## src/rtl/core/rbnp_pkg.sv

```systemverilog
// ----------------------------------------------------------------------------
// rbnp_pkg: shared types and constants for the ray/box nearest pick block
// Field widths, configuration register indexes, reset values, and the
// structures passed between the front, the queue and the back.
// ----------------------------------------------------------------------------
package rbnp_pkg;

    // Default list capacity and classification queue depth.
    localparam int unsigned MAX_BOXES_DEF = 1024;
    localparam int unsigned QUEUE_DEPTH   = 8;

    // Field widths.
    localparam int unsigned COORD_W = 32;               // Q16.16 coordinate
    localparam int unsigned DIR_W   = 18;               // Q2.16 ranking direction
    localparam int unsigned DIFF_W  = COORD_W + 1;      // bound minus origin
    localparam int unsigned PROD_W  = DIFF_W + COORD_W; // full slab product
    localparam int unsigned SLAB_W  = 64;               // Q32.32 slab distance
    localparam int unsigned RANK_W  = COORD_W + DIR_W;  // rank product
    localparam int unsigned IDX_W   = 10;               // reported index
    localparam int unsigned N_AXES  = 3;
    localparam int unsigned N_LANES = 2 * N_AXES;       // near and far per axis

    // Stream widths.
    localparam int unsigned S_TDATA_W = 8 * COORD_W;
    localparam int unsigned M_TDATA_W = 16;

    // Configuration port.
    localparam int unsigned CFG_IDX_W  = 3;
    localparam int unsigned CFG_DATA_W = 32;

    localparam logic [CFG_IDX_W-1:0] REG_ORIGIN_X  = 3'd0;
    localparam logic [CFG_IDX_W-1:0] REG_ORIGIN_Y  = 3'd1;
    localparam logic [CFG_IDX_W-1:0] REG_ORIGIN_Z  = 3'd2;
    localparam logic [CFG_IDX_W-1:0] REG_INV_DIR_X = 3'd3;
    localparam logic [CFG_IDX_W-1:0] REG_INV_DIR_Y = 3'd4;
    localparam logic [CFG_IDX_W-1:0] REG_INV_DIR_Z = 3'd5;
    localparam logic [CFG_IDX_W-1:0] REG_DIR_X     = 3'd6;
    localparam logic [CFG_IDX_W-1:0] REG_DIR_Z     = 3'd7;

    // Reset value of the inverse direction: largest positive Q16.16.
    localparam logic [COORD_W-1:0] INV_DIR_RESET = 32'h7FFF_FFFF;

    // Ray setup held by the configuration registers.
    typedef struct packed {
        logic [COORD_W-1:0] origin_x;
        logic [COORD_W-1:0] origin_y;
        logic [COORD_W-1:0] origin_z;
        logic [COORD_W-1:0] inv_x;
        logic [COORD_W-1:0] inv_y;
        logic [COORD_W-1:0] inv_z;
        logic [DIR_W-1:0]   dir_x;
        logic [DIR_W-1:0]   dir_z;
    } t_ray;

    // One classified box as handed from the front to the back.
    typedef struct packed {
        logic              hit;
        logic [RANK_W-1:0] rank_x;
        logic [RANK_W-1:0] rank_z;
        logic              last;
    } t_cls;

endpackage

```

## src/rtl/core/rbnp_queue.sv

```systemverilog
// ----------------------------------------------------------------------------
// rbnp_queue: classified box queue
// A small first-in first-out buffer between the slab test pipeline and the
// pick logic so that each side can stall on its own.
// ----------------------------------------------------------------------------
module rbnp_queue #(
    parameter int unsigned DEPTH = rbnp_pkg::QUEUE_DEPTH
) (
    input  logic                         i_clk,
    input  logic                         i_rst_n,
    input  logic                         i_push,
    input  rbnp_pkg::t_cls               i_data,
    input  logic                         i_pop,
    output rbnp_pkg::t_cls               o_data,
    output logic                         o_valid,
    output logic [$clog2(DEPTH+1)-1:0]   o_count
);
    import rbnp_pkg::*;

    localparam int unsigned AW = $clog2(DEPTH);
    localparam int unsigned CW = $clog2(DEPTH + 1);

    t_cls            r_mem [DEPTH];
    logic [AW-1:0]   r_wr_ptr;
    logic [AW-1:0]   r_rd_ptr;
    logic [CW-1:0]   r_count;
    logic            w_pop;

    assign w_pop   = i_pop && (r_count != '0);
    assign o_valid = (r_count != '0);
    assign o_data  = r_mem[r_rd_ptr];
    assign o_count = r_count;

    // Storage write.
    always_ff @(posedge i_clk) begin
        if (i_push) begin
            r_mem[r_wr_ptr] <= i_data;
        end
    end

    // Pointers wrap at the last entry, so depths other than powers of two work.
    always_ff @(posedge i_clk) begin
        if (!i_rst_n) begin
            r_wr_ptr <= '0;
            r_rd_ptr <= '0;
            r_count  <= '0;
        end else begin
            if (i_push) begin
                r_wr_ptr <= (r_wr_ptr == AW'(DEPTH - 1)) ? '0 : r_wr_ptr + AW'(1);
            end
            if (w_pop) begin
                r_rd_ptr <= (r_rd_ptr == AW'(DEPTH - 1)) ? '0 : r_rd_ptr + AW'(1);
            end
            r_count <= r_count + CW'(i_push) - CW'(w_pop);
        end
    end

endmodule

```

## config.mk

```make
export PLATFORM = sky130hd
export DESIGN_NAME = rbnp_queue
export DESIGN_NICKNAME = d
export VERILOG_FILES = /design/src/rtl/core/rbnp_pkg.sv /design/src/rtl/core/rbnp_queue.sv
export SDC_FILE = /design/constraint.sdc
export NUM_CORES = 1
export LEC_CHECK = 0
export BUFFER_PORTS_ARGS = -buffer_cell sky130_fd_sc_hd__buf_2
export CORE_UTILIZATION = 40
export CTS_CLUSTER_DIAMETER = 40
export DETAILED_ROUTE_END_ITERATION = 8
export PLACE_DENSITY = 0.55
export SLEW_MARGIN = 15
export SYNTH_ARGS = -nofsm -noshare
export SYNTH_HDL_FRONTEND = slang
export SYNTH_SLANG_ARGS = --single-unit
```

## constraint.sdc

```tcl
create_clock -name i_clk -period 11.6 [get_ports i_clk]
set_input_delay 0.58 -clock i_clk [delete_from_list [all_inputs] [get_ports i_clk]]
set_output_delay 0.58 -clock i_clk [all_outputs]
set_load 0.005 [all_outputs]
```

==> results.yml <==
run_status:
  status: "completed"
setup_path:
  worstSetupStartpointType: "register"
  r2r_setup_slack_ps: 8500
  reg2reg_from: "r_wr_ptr[2]"
  rr_endpoint: "r_mem[2][89]"
  cp.required_ps: 11020
  worstPathArrival_ps: 3780
  cp-end-kind: "output port"
  critPathTopFamily: "buffers and inverters"
  r2r_cells: 4
  critical_path_class: "register to output port"
  crit_top_cell: "buf_4"
  crit_buf_inv: 3
  cp_num_cells: 5
  slowest_stage: "buf_4"
  critPathMaxStageDelay_ps: 840
  worstPathCellList: "buf_4 -> buf_4 -> mux4_2 -> mux2_2 -> buf_2"
  cp_max_fo: 60
place:
  place.gp.congestion: 0.698
  port_buffers: 212
  dp_hpwl_um: 33400
  place_area_mm2: 0.0336
clocking:
  htree_levels: 3
  clk_pin_slew_ps: 60
  cts_buffers: 117
  cts_tree: "done"
  hold_buffers: 0
  post_cts_buffers: 0
  clock_latency_ps: 670
  clk_path_buf_depth: 3
  cts.repair.resized: 0
  clkSinkCount: 829
  cts_root_buf: "clkbuf_16"
synthesis:
  synth_top_family_by_area: "multiplexers"
  synth_xor_area_frac: 0.000279
  seq_area_frac_synth: 0.790
  avgSynthCellArea_um2: 25.0
  ys_seq_elements: 829
  synthSimpleGateAreaFrac: 0.00511
  syn_area_mm2: 0.0314
  ys_warn_count: 0
  syn-num-nets: 1368
  synth_compound_area_frac: 0.000598
  muxShareOfSynthArea: 0.188
  yosysUniqueCellTypes: 28
  synthCells: 1253
  synth_adder_area_share: 0.00383
sta:
  slew_viol_final: 0
  fmax_ghz: 0.229
  period_minus_slack_ps: 4360
  rsz0062_at_grt: "false"
  slew_headroom: 0.278
  skew_ps: 17.6
  tightest_slew_ps: 1080
  finalHoldViolCount: 0
  setup_viol: 0
  tns_ps: 0
  whs_ps: 182
  finalCritPeriodShare: 0.376
route:
  routedWlPerCell_um: 24.0
  drc: 0
  drt-total-wl_um: 64800
  drt_iter0_markers: 779
  vias: 13862
  antenna_left: 0
  routed_via_density: 5.14
  firstDrtPassIters: 5
die:
  coreArea_mm2: 0.0775
  io_pins: 213
  rows: 102
  start_util: 0.405
  dieArea_mm2: 0.0795
  fp.dieH_um: 282
  die_w_um: 282
min_path:
  min_from: "i_data[31]"
  hp-class: "input port to register"
  whs_path_depth: 1
  worstHoldEndpoint: "r_mem[0][31]"
global_route:
  grt_max_degree: 105
  grt_pass1_wl_um: 95500
  gr-total-overflow: 0
  grt_antenna_before_repair: 11
  globalRouteTotalUtil: 0.165
  first_global_vias: 14948
job:
  max_cap_viol_count: 0
layout:
  fin_area_mm2: 0.0377
  syn2layout_area_growth_pct: 20.1
  nNetsFinal: 1665
  final_layout_size_suffix_gt1_frac: 0.455
power:
  power_leakage_uw: 0.0121
  finalPower_uw: 7910
  ir_worst_vdd_v: 0.000139
  power.density_mw_per_mm2: 210
## Yosys cell counts, drive strengths merged
library cell	number	share of area
a21o	1	0.00024
a21oi	1	0.00016
and2	4	0.00080
buf	42	0.011
clkbuf	16	0.0019
dfxtp	13	0.0083
edfxtp	816	0.78
fa	1	0.00064
ha	8	0.0032
inv	4	0.00048
mux2	102	0.038
mux2i	10	0.0032
mux4	204	0.15
nand2	11	0.0013
nand2b	3	0.00060
nand3b	1	0.00024
nor2	8	0.00096
nor2b	2	0.00040
nor3	2	0.00032
o22ai	1	0.00020
or2	1	0.00020
or3b	1	0.00028
xor2	1	0.00028
## registers in the layout, summed over array words and instances (netlist names), named ones only
register,count
r_rd_ptr,3
r_mem,816
o_count,4
r_wr_ptr,3
## metal layers
metal / part of all wire / track usage
met1: 0.43 / 0.218
met2: 0.50 / 0.269
met3: 0.047 / 0.0360
met4: 0.026 / 0.0559
met5: 0.0024 / 0
## layout make-up
cell class                 instances  area, um2
tap                             1040       1300
sequential                       829      24800
inverter                           4       15.0
timing repair buffer             236       1270
clock buffer                     132       2980
multi-input combinational        362       6240
antenna                            1       2.50
clock inverter                    91       1070
fill                            6272      39800
## kinds of logic after synthesis
logic type | count (synthesis)
adder cells (fa/ha/maj) | 9
AO/OA/AOI/OAI | 3
XOR/XNOR | 1
flip-flops | 829
buffers and inverters | 62
multiplexers | 316
AND/OR/NAND/NOR | 33
## power breakdown
group,internal [uW],switching (uW)
combinational,471,428
sequential,3370,38.2
clock,2240,1360
total,6080,1830
## worst register-to-register path, delay by kind of cell, from the launching register on
kind,cells,cell delay (ps)
flops,1,330
buf+inv,2,1550
simple gates,2,800
## placed cells by master, fill, tap and decap left out, drive strengths merged, types with 2 or more instances in the layout
cell	count
edfxtp	816
buf	236
mux4	204
clkbuf	132
mux2	102
clkinv	37
inv	26
clkinvlp	16
bufinv	16
dfxtp	13
nand2	11
mux2i	10
ha	8
nor2	8
and2	4
nand2b	3
nor3	2
nor2b	2
## through the flow
stage	std cells	setup WS (ps)	util
after CTS	2694	7110	0.486
final	2695	7240	0.486
after global routing	2694	7010	0.486
after floorplan	1253	3340	-
after global placement	2471	7890	0.434
after detailed placement	2471	7830	0.434
## how the worst max path moves through the flow
stage / end / slack, ps / startpoint
2_1_floorplan: r_mem[0][0] / 3340 / i_push
3_3_place_gp: o_data[35] / 7890 / register
3_5_place_dp: o_data[35] / 7830 / register
4_1_cts: o_data[35] / 7110 / register
5_1_grt: o_data[35] / 7010 / register
6_report: o_data[59] / 7240 / register
Power figures use the tool's default switching activity.
