**config.mk**
```make
export PLATFORM = sky130hd
export DESIGN_NAME = rbnp_back
export DESIGN_NICKNAME = d
export VERILOG_FILES = /design/src/rtl/core/rbnp_pkg.sv /design/src/rtl/core/rbnp_back.sv
export SDC_FILE = /design/constraint.sdc
export NUM_CORES = 1
export LEC_CHECK = 0
export BUFFER_PORTS_ARGS = -buffer_cell sky130_fd_sc_hd__buf_2
export CORE_AREA = 2 2 115 117
export DETAILED_ROUTE_END_ITERATION = 8
export DIE_AREA = 0 0 117 119
export GPL_TIMING_DRIVEN = 1
export PLACE_DENSITY = 0.79
export SLEW_MARGIN = 40
export SYNTH_ARGS = -nofsm -noshare
export SYNTH_HDL_FRONTEND = slang
export SYNTH_SLANG_ARGS = --single-unit
export TNS_END_PERCENT = 50
```
**constraint.sdc**
```tcl
create_clock -name i_clk -period 3.3 [get_ports i_clk]
set_input_delay 0.33 -clock i_clk [delete_from_list [all_inputs] [get_ports i_clk]]
set_output_delay 0.33 -clock i_clk [all_outputs]
set_load 0.1 [all_outputs]
```
**src/rtl/core/rbnp_pkg.sv**
```systemverilog
// ----------------------------------------------------------------------------
// rbnp_pkg: shared types and constants for the ray/box nearest pick block
// Field widths, configuration register indexes, reset values, and the
// structures passed between the front, the queue and the back.
// ----------------------------------------------------------------------------
package rbnp_pkg;

    // Default list capacity and classification queue depth.
    localparam int unsigned MAX_BOXES_DEF = 1024;
    localparam int unsigned QUEUE_DEPTH   = 8;

    // Field widths.
    localparam int unsigned COORD_W = 32;               // Q16.16 coordinate
    localparam int unsigned DIR_W   = 18;               // Q2.16 ranking direction
    localparam int unsigned DIFF_W  = COORD_W + 1;      // bound minus origin
    localparam int unsigned PROD_W  = DIFF_W + COORD_W; // full slab product
    localparam int unsigned SLAB_W  = 64;               // Q32.32 slab distance
    localparam int unsigned RANK_W  = COORD_W + DIR_W;  // rank product
    localparam int unsigned IDX_W   = 10;               // reported index
    localparam int unsigned N_AXES  = 3;
    localparam int unsigned N_LANES = 2 * N_AXES;       // near and far per axis

    // Stream widths.
    localparam int unsigned S_TDATA_W = 8 * COORD_W;
    localparam int unsigned M_TDATA_W = 16;

    // Configuration port.
    localparam int unsigned CFG_IDX_W  = 3;
    localparam int unsigned CFG_DATA_W = 32;

    localparam logic [CFG_IDX_W-1:0] REG_ORIGIN_X  = 3'd0;
    localparam logic [CFG_IDX_W-1:0] REG_ORIGIN_Y  = 3'd1;
    localparam logic [CFG_IDX_W-1:0] REG_ORIGIN_Z  = 3'd2;
    localparam logic [CFG_IDX_W-1:0] REG_INV_DIR_X = 3'd3;
    localparam logic [CFG_IDX_W-1:0] REG_INV_DIR_Y = 3'd4;
    localparam logic [CFG_IDX_W-1:0] REG_INV_DIR_Z = 3'd5;
    localparam logic [CFG_IDX_W-1:0] REG_DIR_X     = 3'd6;
    localparam logic [CFG_IDX_W-1:0] REG_DIR_Z     = 3'd7;

    // Reset value of the inverse direction: largest positive Q16.16.
    localparam logic [COORD_W-1:0] INV_DIR_RESET = 32'h7FFF_FFFF;

    // Ray setup held by the configuration registers.
    typedef struct packed {
        logic [COORD_W-1:0] origin_x;
        logic [COORD_W-1:0] origin_y;
        logic [COORD_W-1:0] origin_z;
        logic [COORD_W-1:0] inv_x;
        logic [COORD_W-1:0] inv_y;
        logic [COORD_W-1:0] inv_z;
        logic [DIR_W-1:0]   dir_x;
        logic [DIR_W-1:0]   dir_z;
    } t_ray;

    // One classified box as handed from the front to the back.
    typedef struct packed {
        logic              hit;
        logic [RANK_W-1:0] rank_x;
        logic [RANK_W-1:0] rank_z;
        logic              last;
    } t_cls;

endpackage

```
**src/rtl/core/rbnp_back.sv**
```systemverilog
// ----------------------------------------------------------------------------
// rbnp_back: nearest pick and result register
// Keeps the running best rank pair and box count of the list, takes the first
// hit box, then one with both ranks strictly lower; reports on the last box.
// ----------------------------------------------------------------------------
module rbnp_back #(
    parameter int unsigned MAX_BOXES = rbnp_pkg::MAX_BOXES_DEF
) (
    input  logic                             i_clk,
    input  logic                             i_rst_n,
    input  logic                             i_q_valid,
    input  rbnp_pkg::t_cls                   i_q_data,
    output logic                             o_q_pop,
    output logic                             o_tvalid,
    input  logic                             i_tready,
    // Fields from the lowest bit: picked_index, zero padding.
    output logic [rbnp_pkg::M_TDATA_W-1:0]   o_tdata,
    // Fields from the lowest bit: found.
    output logic                             o_tuser
);
    import rbnp_pkg::*;

    localparam int unsigned CNT_W = $clog2(MAX_BOXES + 1);

    logic [CNT_W-1:0]         r_count;
    logic [CNT_W-1:0]         r_best_idx;
    logic signed [RANK_W-1:0] r_best_x;
    logic signed [RANK_W-1:0] r_best_z;
    logic                     r_any;
    logic                     r_ovalid;
    logic                     r_found;
    logic [IDX_W-1:0]         r_idx;

    logic                     w_out_free;
    logic                     w_in_range;
    logic                     w_better;
    logic                     w_take;
    logic                     n_any;
    logic [CNT_W-1:0]         n_best_idx;
    logic [IDX_W-1:0]         w_idx;

    assign w_out_free = !r_ovalid || i_tready;
    assign o_q_pop    = i_q_valid && (!i_q_data.last || w_out_free);

    // A box is taken only while the list is under capacity and both ranks
    // beat the best pair; with nothing taken yet, the first hit box is taken.
    assign w_in_range = (r_count < CNT_W'(MAX_BOXES));
    assign w_better   = !r_any || (($signed(i_q_data.rank_x) < r_best_x) &&
                                   ($signed(i_q_data.rank_z) < r_best_z));
    assign w_take     = o_q_pop && w_in_range && i_q_data.hit && w_better;
    assign n_any      = r_any || w_take;
    assign n_best_idx = w_take ? r_count : r_best_idx;

    // Reported index is the low bits of the list position.
    if (CNT_W >= IDX_W) begin : g_idx_cut
        assign w_idx = n_best_idx[IDX_W-1:0];
    end else begin : g_idx_ext
        assign w_idx = {{(IDX_W-CNT_W){1'b0}}, n_best_idx};
    end

    // List state: updated on each box, cleared after the last box reports.
    always_ff @(posedge i_clk) begin
        if (!i_rst_n) begin
            r_count    <= '0;
            r_best_idx <= '0;
            r_any      <= 1'b0;
        end else if (o_q_pop) begin
            if (i_q_data.last) begin
                r_count    <= '0;
                r_best_idx <= '0;
                r_any      <= 1'b0;
            end else begin
                r_count    <= r_count + CNT_W'(w_in_range);
                r_best_idx <= n_best_idx;
                r_any      <= n_any;
            end
        end
    end

    // Best rank pair, meaningful only while a box has been taken.
    always_ff @(posedge i_clk) begin
        if (w_take) begin
            r_best_x <= $signed(i_q_data.rank_x);
            r_best_z <= $signed(i_q_data.rank_z);
        end
    end

    // Result register.
    always_ff @(posedge i_clk) begin
        if (!i_rst_n) begin
            r_ovalid <= 1'b0;
        end else if (o_q_pop && i_q_data.last) begin
            r_ovalid <= 1'b1;
        end else if (i_tready) begin
            r_ovalid <= 1'b0;
        end
    end

    always_ff @(posedge i_clk) begin
        if (o_q_pop && i_q_data.last) begin
            r_found <= n_any;
            r_idx   <= n_any ? w_idx : '0;
        end
    end

    assign o_tvalid = r_ovalid;
    assign o_tuser  = r_found;
    assign o_tdata  = {{(M_TDATA_W-IDX_W){1'b0}}, r_idx};

endmodule
```
==> run_results.csv <==
group,metric,value,unit
yosys,syn_area,6990,µm²
sta,min_period,3.09,ns
global_routing,antenna_found_initial,0,
floorplan,initial_utilization,54.3,%
floorplan,io_pins,125,
yosys,synth_top_flop_cell,"edfxtp_1",
power_and_ir_drop,clock_power_share,42.6,%
global_routing,grt_pass1_vias,4889,
sta,rsz0062_at_grt,"false",
power_and_ir_drop,ir_drop,264,µV
global_routing,grt_max_degree,57,
cells_and_area,stdcell_area,8350,µm²
critical_path,cp.arrival,3.18,ns
sta,tightest_slew,0.519,ns
sta,slew_headroom,65.3,%
power_and_ir_drop,p_sw,1020,µW
yosys,synth_compound_area_share,9.29,%
global_routing,track_usage,21.3,%
clocking,clock_sinks,134,
sta,fmax,323,MHz
route,ant_nets,0,
sta,maxSlewViolCount,0,
yosys,synth_area_per_cell,11.9,µm²
floorplan,die_area,13900,µm²
global_routing,overflow,0,
sta,fin_skew,0.00653,ns
sta,tns,0,ns
critical_path,rr_endpoint,"r_best_x[36]",
clocking,cts_buffers,17,
cells_and_area,fin_cells,910,
cells_and_area,insertedDiodeCount,0,
yosys,synth_edf_count,111,
route,wirelength,14.1,mm
cells_and_area,drive_gt1_share,23.0,%
yosys,synth_top_cell_area_share,47.7,%
clocking,clockBufferDepth,2,
sta,finalHoldViolCount,0,
power_and_ir_drop,p_int,3230,µW
route,num_vias,4775,
route,drtPass1Iterations,4,
global_routing,grt_pass1_wl,22.6,mm
place,finalWeightedCongestion,0.909,
critical_path,start_kind,"register",
critical_path,crit_type,"register to register",
sta,setup_viol,0,
clocking,ctsHoldBuffers,0,
min_path,hp-class,"primary input to register",
cells_and_area,area_delta_synth_final,19.4,%
yosys,ys_seq_elements,134,
cells_and_area,fin_util,64.8,%
place,placed_area,7770,µm²
cells_and_area,nNetsFinal,927,
yosys,yosys_warnings,0,
floorplan,core-area,12900,µm²
power_and_ir_drop,p_leak,0.00383,µW
run,maxCapViolCount,0,
critical_path,cp-end-kind,"register",
floorplan,die_w,117,µm
place,port_buffers,118,
critical_path,cp_max_fo,24,
clocking,cts_max_level,4,
clocking,clk_pin_slew,0.05,ns
yosys,ys_top_cells_by_area,"edfxtp_1 (48%), ha_1 (18%), dfxtp_1 (6.6%), inv_1 (5.5%), nand2_1 (2.6%)",
yosys,yosys.area.top_type,"edfxtp_1",
floorplan,placementRows,42,
power_and_ir_drop,pwr-share-comb,11.9,%
floorplan,die_y,119,µm
clocking,post-cts-setup-buffer-count,0,
route,drc,0,
critical_path,r2r-start,"r_best_z[48]",
yosys,synth_fa_ha_area_share,17.9,%
yosys,synth-seq-area-share,54.3,%
yosys,yosys.area_share.simple,9.06,%
power_and_ir_drop,seq_power_share,45.4,%
power_and_ir_drop,swShare,24.1,%
clocking,clk_latency,0.42,ns
clocking,clock_tree.root_cell,"clkbuf_16",
route,routed_via_density,5.25,
clocking,tritoncts,"yes",
yosys,synth_xor_area_share,1.13,%
run_status,status,"complete, no violations",
critical_path,crit_required,3.39,ns
yosys,synth.area.mux_share,1.43,%
yosys,synth_top_family_by_area,"adder cells",
yosys,synthCells,587,
min_path,holdPathEnd,"r_best_z[0]",
critical_path,reg2regPathDepth,11,
min_path,hp-start,"i_q_data[1]",
yosys,yosysUniqueCellTypes,47,
cells_and_area,fillCellCount,991,
route,drtIter0Drc,241,
critical_path,rrSetupSlack,0.21,ns
min_path,holdPathStages,1,
power_and_ir_drop,p_per_area,510,nW/µm²
yosys,async_reset_ff_share,0,%
place,place_inst,878,
place,dp_hpwl,10.5,mm
sta,period_share,93.7,%
route,wl_per_cell,15.4,µm
==> stage by stage <==
step | power, µW | setup slack, ns | hold WS [ns]
5_1_grt | 4420 | 0.0169 | 0.0811
6_report | 4260 | 0.208 | 0.102
3_5_place_dp | 2470 | 0.0615 | 0.458
2_1_floorplan | 2300 | 0.0399 | 0.429
4_1_cts | 4290 | 0.130 | 0.0810
3_3_place_gp | 2440 | 0.0774 | 0.442
==> area by class of cell <==
class	count	area (µm²)	share of cell area [%]
clock buffers	21	460	5.52
well taps	176	220	2.64
clock inverters	11	106	1.27
repair buffers	121	638	7.65
inverters	102	383	4.59
flip-flops and latches	134	3790	45.5
multi-input cells	345	2750	32.9
==> cells in the mapped netlist (all sizes together), types with 11 or more instances <==
| cell type | n |
|---|---|
| ha | 100 |
| nor2 | 18 |
| nand2 | 49 |
| inv | 102 |
| a21oi | 35 |
| nand3 | 15 |
| dfxtp | 23 |
| nand4 | 20 |
| o21ai | 13 |
| edfxtp | 111 |
| a21o | 11 |
==> how the worst max path moves through the flow <==
stage / start / to / cells past startpoint
2_1_floorplan: o_tvalid / r_best_x[0] / 5
3_3_place_gp: i_q_data[91] / r_best_x[8] / 11
3_5_place_dp: i_q_data[50] / r_best_x[9] / 11
4_1_cts: r_best_x[40] / r_best_x[37] / 11
5_1_grt: r_best_z[48] / r_best_x[15] / 11
6_report: r_best_z[48] / r_best_x[36] / 11
==> layer usage <==
metal	wire length (µm)	global-route usage, %	vias up
met5	0	0	-
met4	286	8.90	0
met3	587	5.80	26
met2	6960	35.2	109
met1	6230	26.1	2259
li1	-	-	2381
==> power by group through the flow <==
stage / Sequential, µW / Combinational, µW / Clock (µW)
global placement: 1970 / 477 / 0
global route: 1940 / 568 / 1910
CTS: 1930 / 510 / 1840
floorplan: 2010 / 292 / 0
finish: 1930 / 508 / 1820
detailed placement: 1970 / 502 / 0
==> repair_timing <==
item | 4_1_cts | 5_1_grt
setup endpoints to repair | 0 | 76
hold endpoints to repair | 0 | 0
resized for setup | 0 | 1
==> critical path, cell delays in order, from the launching register on <==
cell,delay [ns]
edfxtp_1,0.37
inv_1,0.07
ha_1,0.25
nand4_1,0.18
nor3_2,0.08
a221o_1,0.31
or3_1,0.32
a22o_1,0.25
a311oi_2,0.29
a21oi_2,0.12
nor2_4,0.17
buf_4,0.34
==> cells in the final DEF, fill, tap and decap left out, types with 3 or more instances in the layout <==
cell type / netlist / layout
a211oi_1: 7 / 7
a21o_1: 11 / 11
a21oi_1: 34 / 34
a221oi_1: 4 / 4
a32o_2: 10 / 10
buf_2: 0 / 118
clkbuf_16: 0 / 17
clkinv_2: 0 / 7
conb_1: 1 / 6
dfxtp_1: 23 / 23
edfxtp_1: 111 / 111
ha_1: 100 / 100
inv_1: 102 / 102
mux2i_1: 10 / 10
nand2_1: 49 / 49
nand2b_1: 4 / 4
nand3_1: 15 / 15
nand4_1: 20 / 20
nor2_1: 16 / 16
nor3b_1: 3 / 3
o21ai_0: 13 / 13
or3_1: 3 / 3
xnor2_1: 3 / 3
xor2_1: 6 / 6
==> state kept, by name, summed over array words and instances (netlist names) <==
signal,flops
o_tuser,1
o_tvalid,1
r_best_idx,10
r_best_x,50
r_idx,10
r_best_z,50
r_any,1
r_count,11
==> cells by family after synthesis <==
logic type | Yosys count
adders and majority gates | 100
xor gates and xnor gates | 9
muxes | 10
and+or+nand+nor | 126
other | 1
DFF | 134
buffers and inverters | 113
AOI/OAI and AO/OA | 94
No activity file was read; power rests on OpenSTA's default activity.
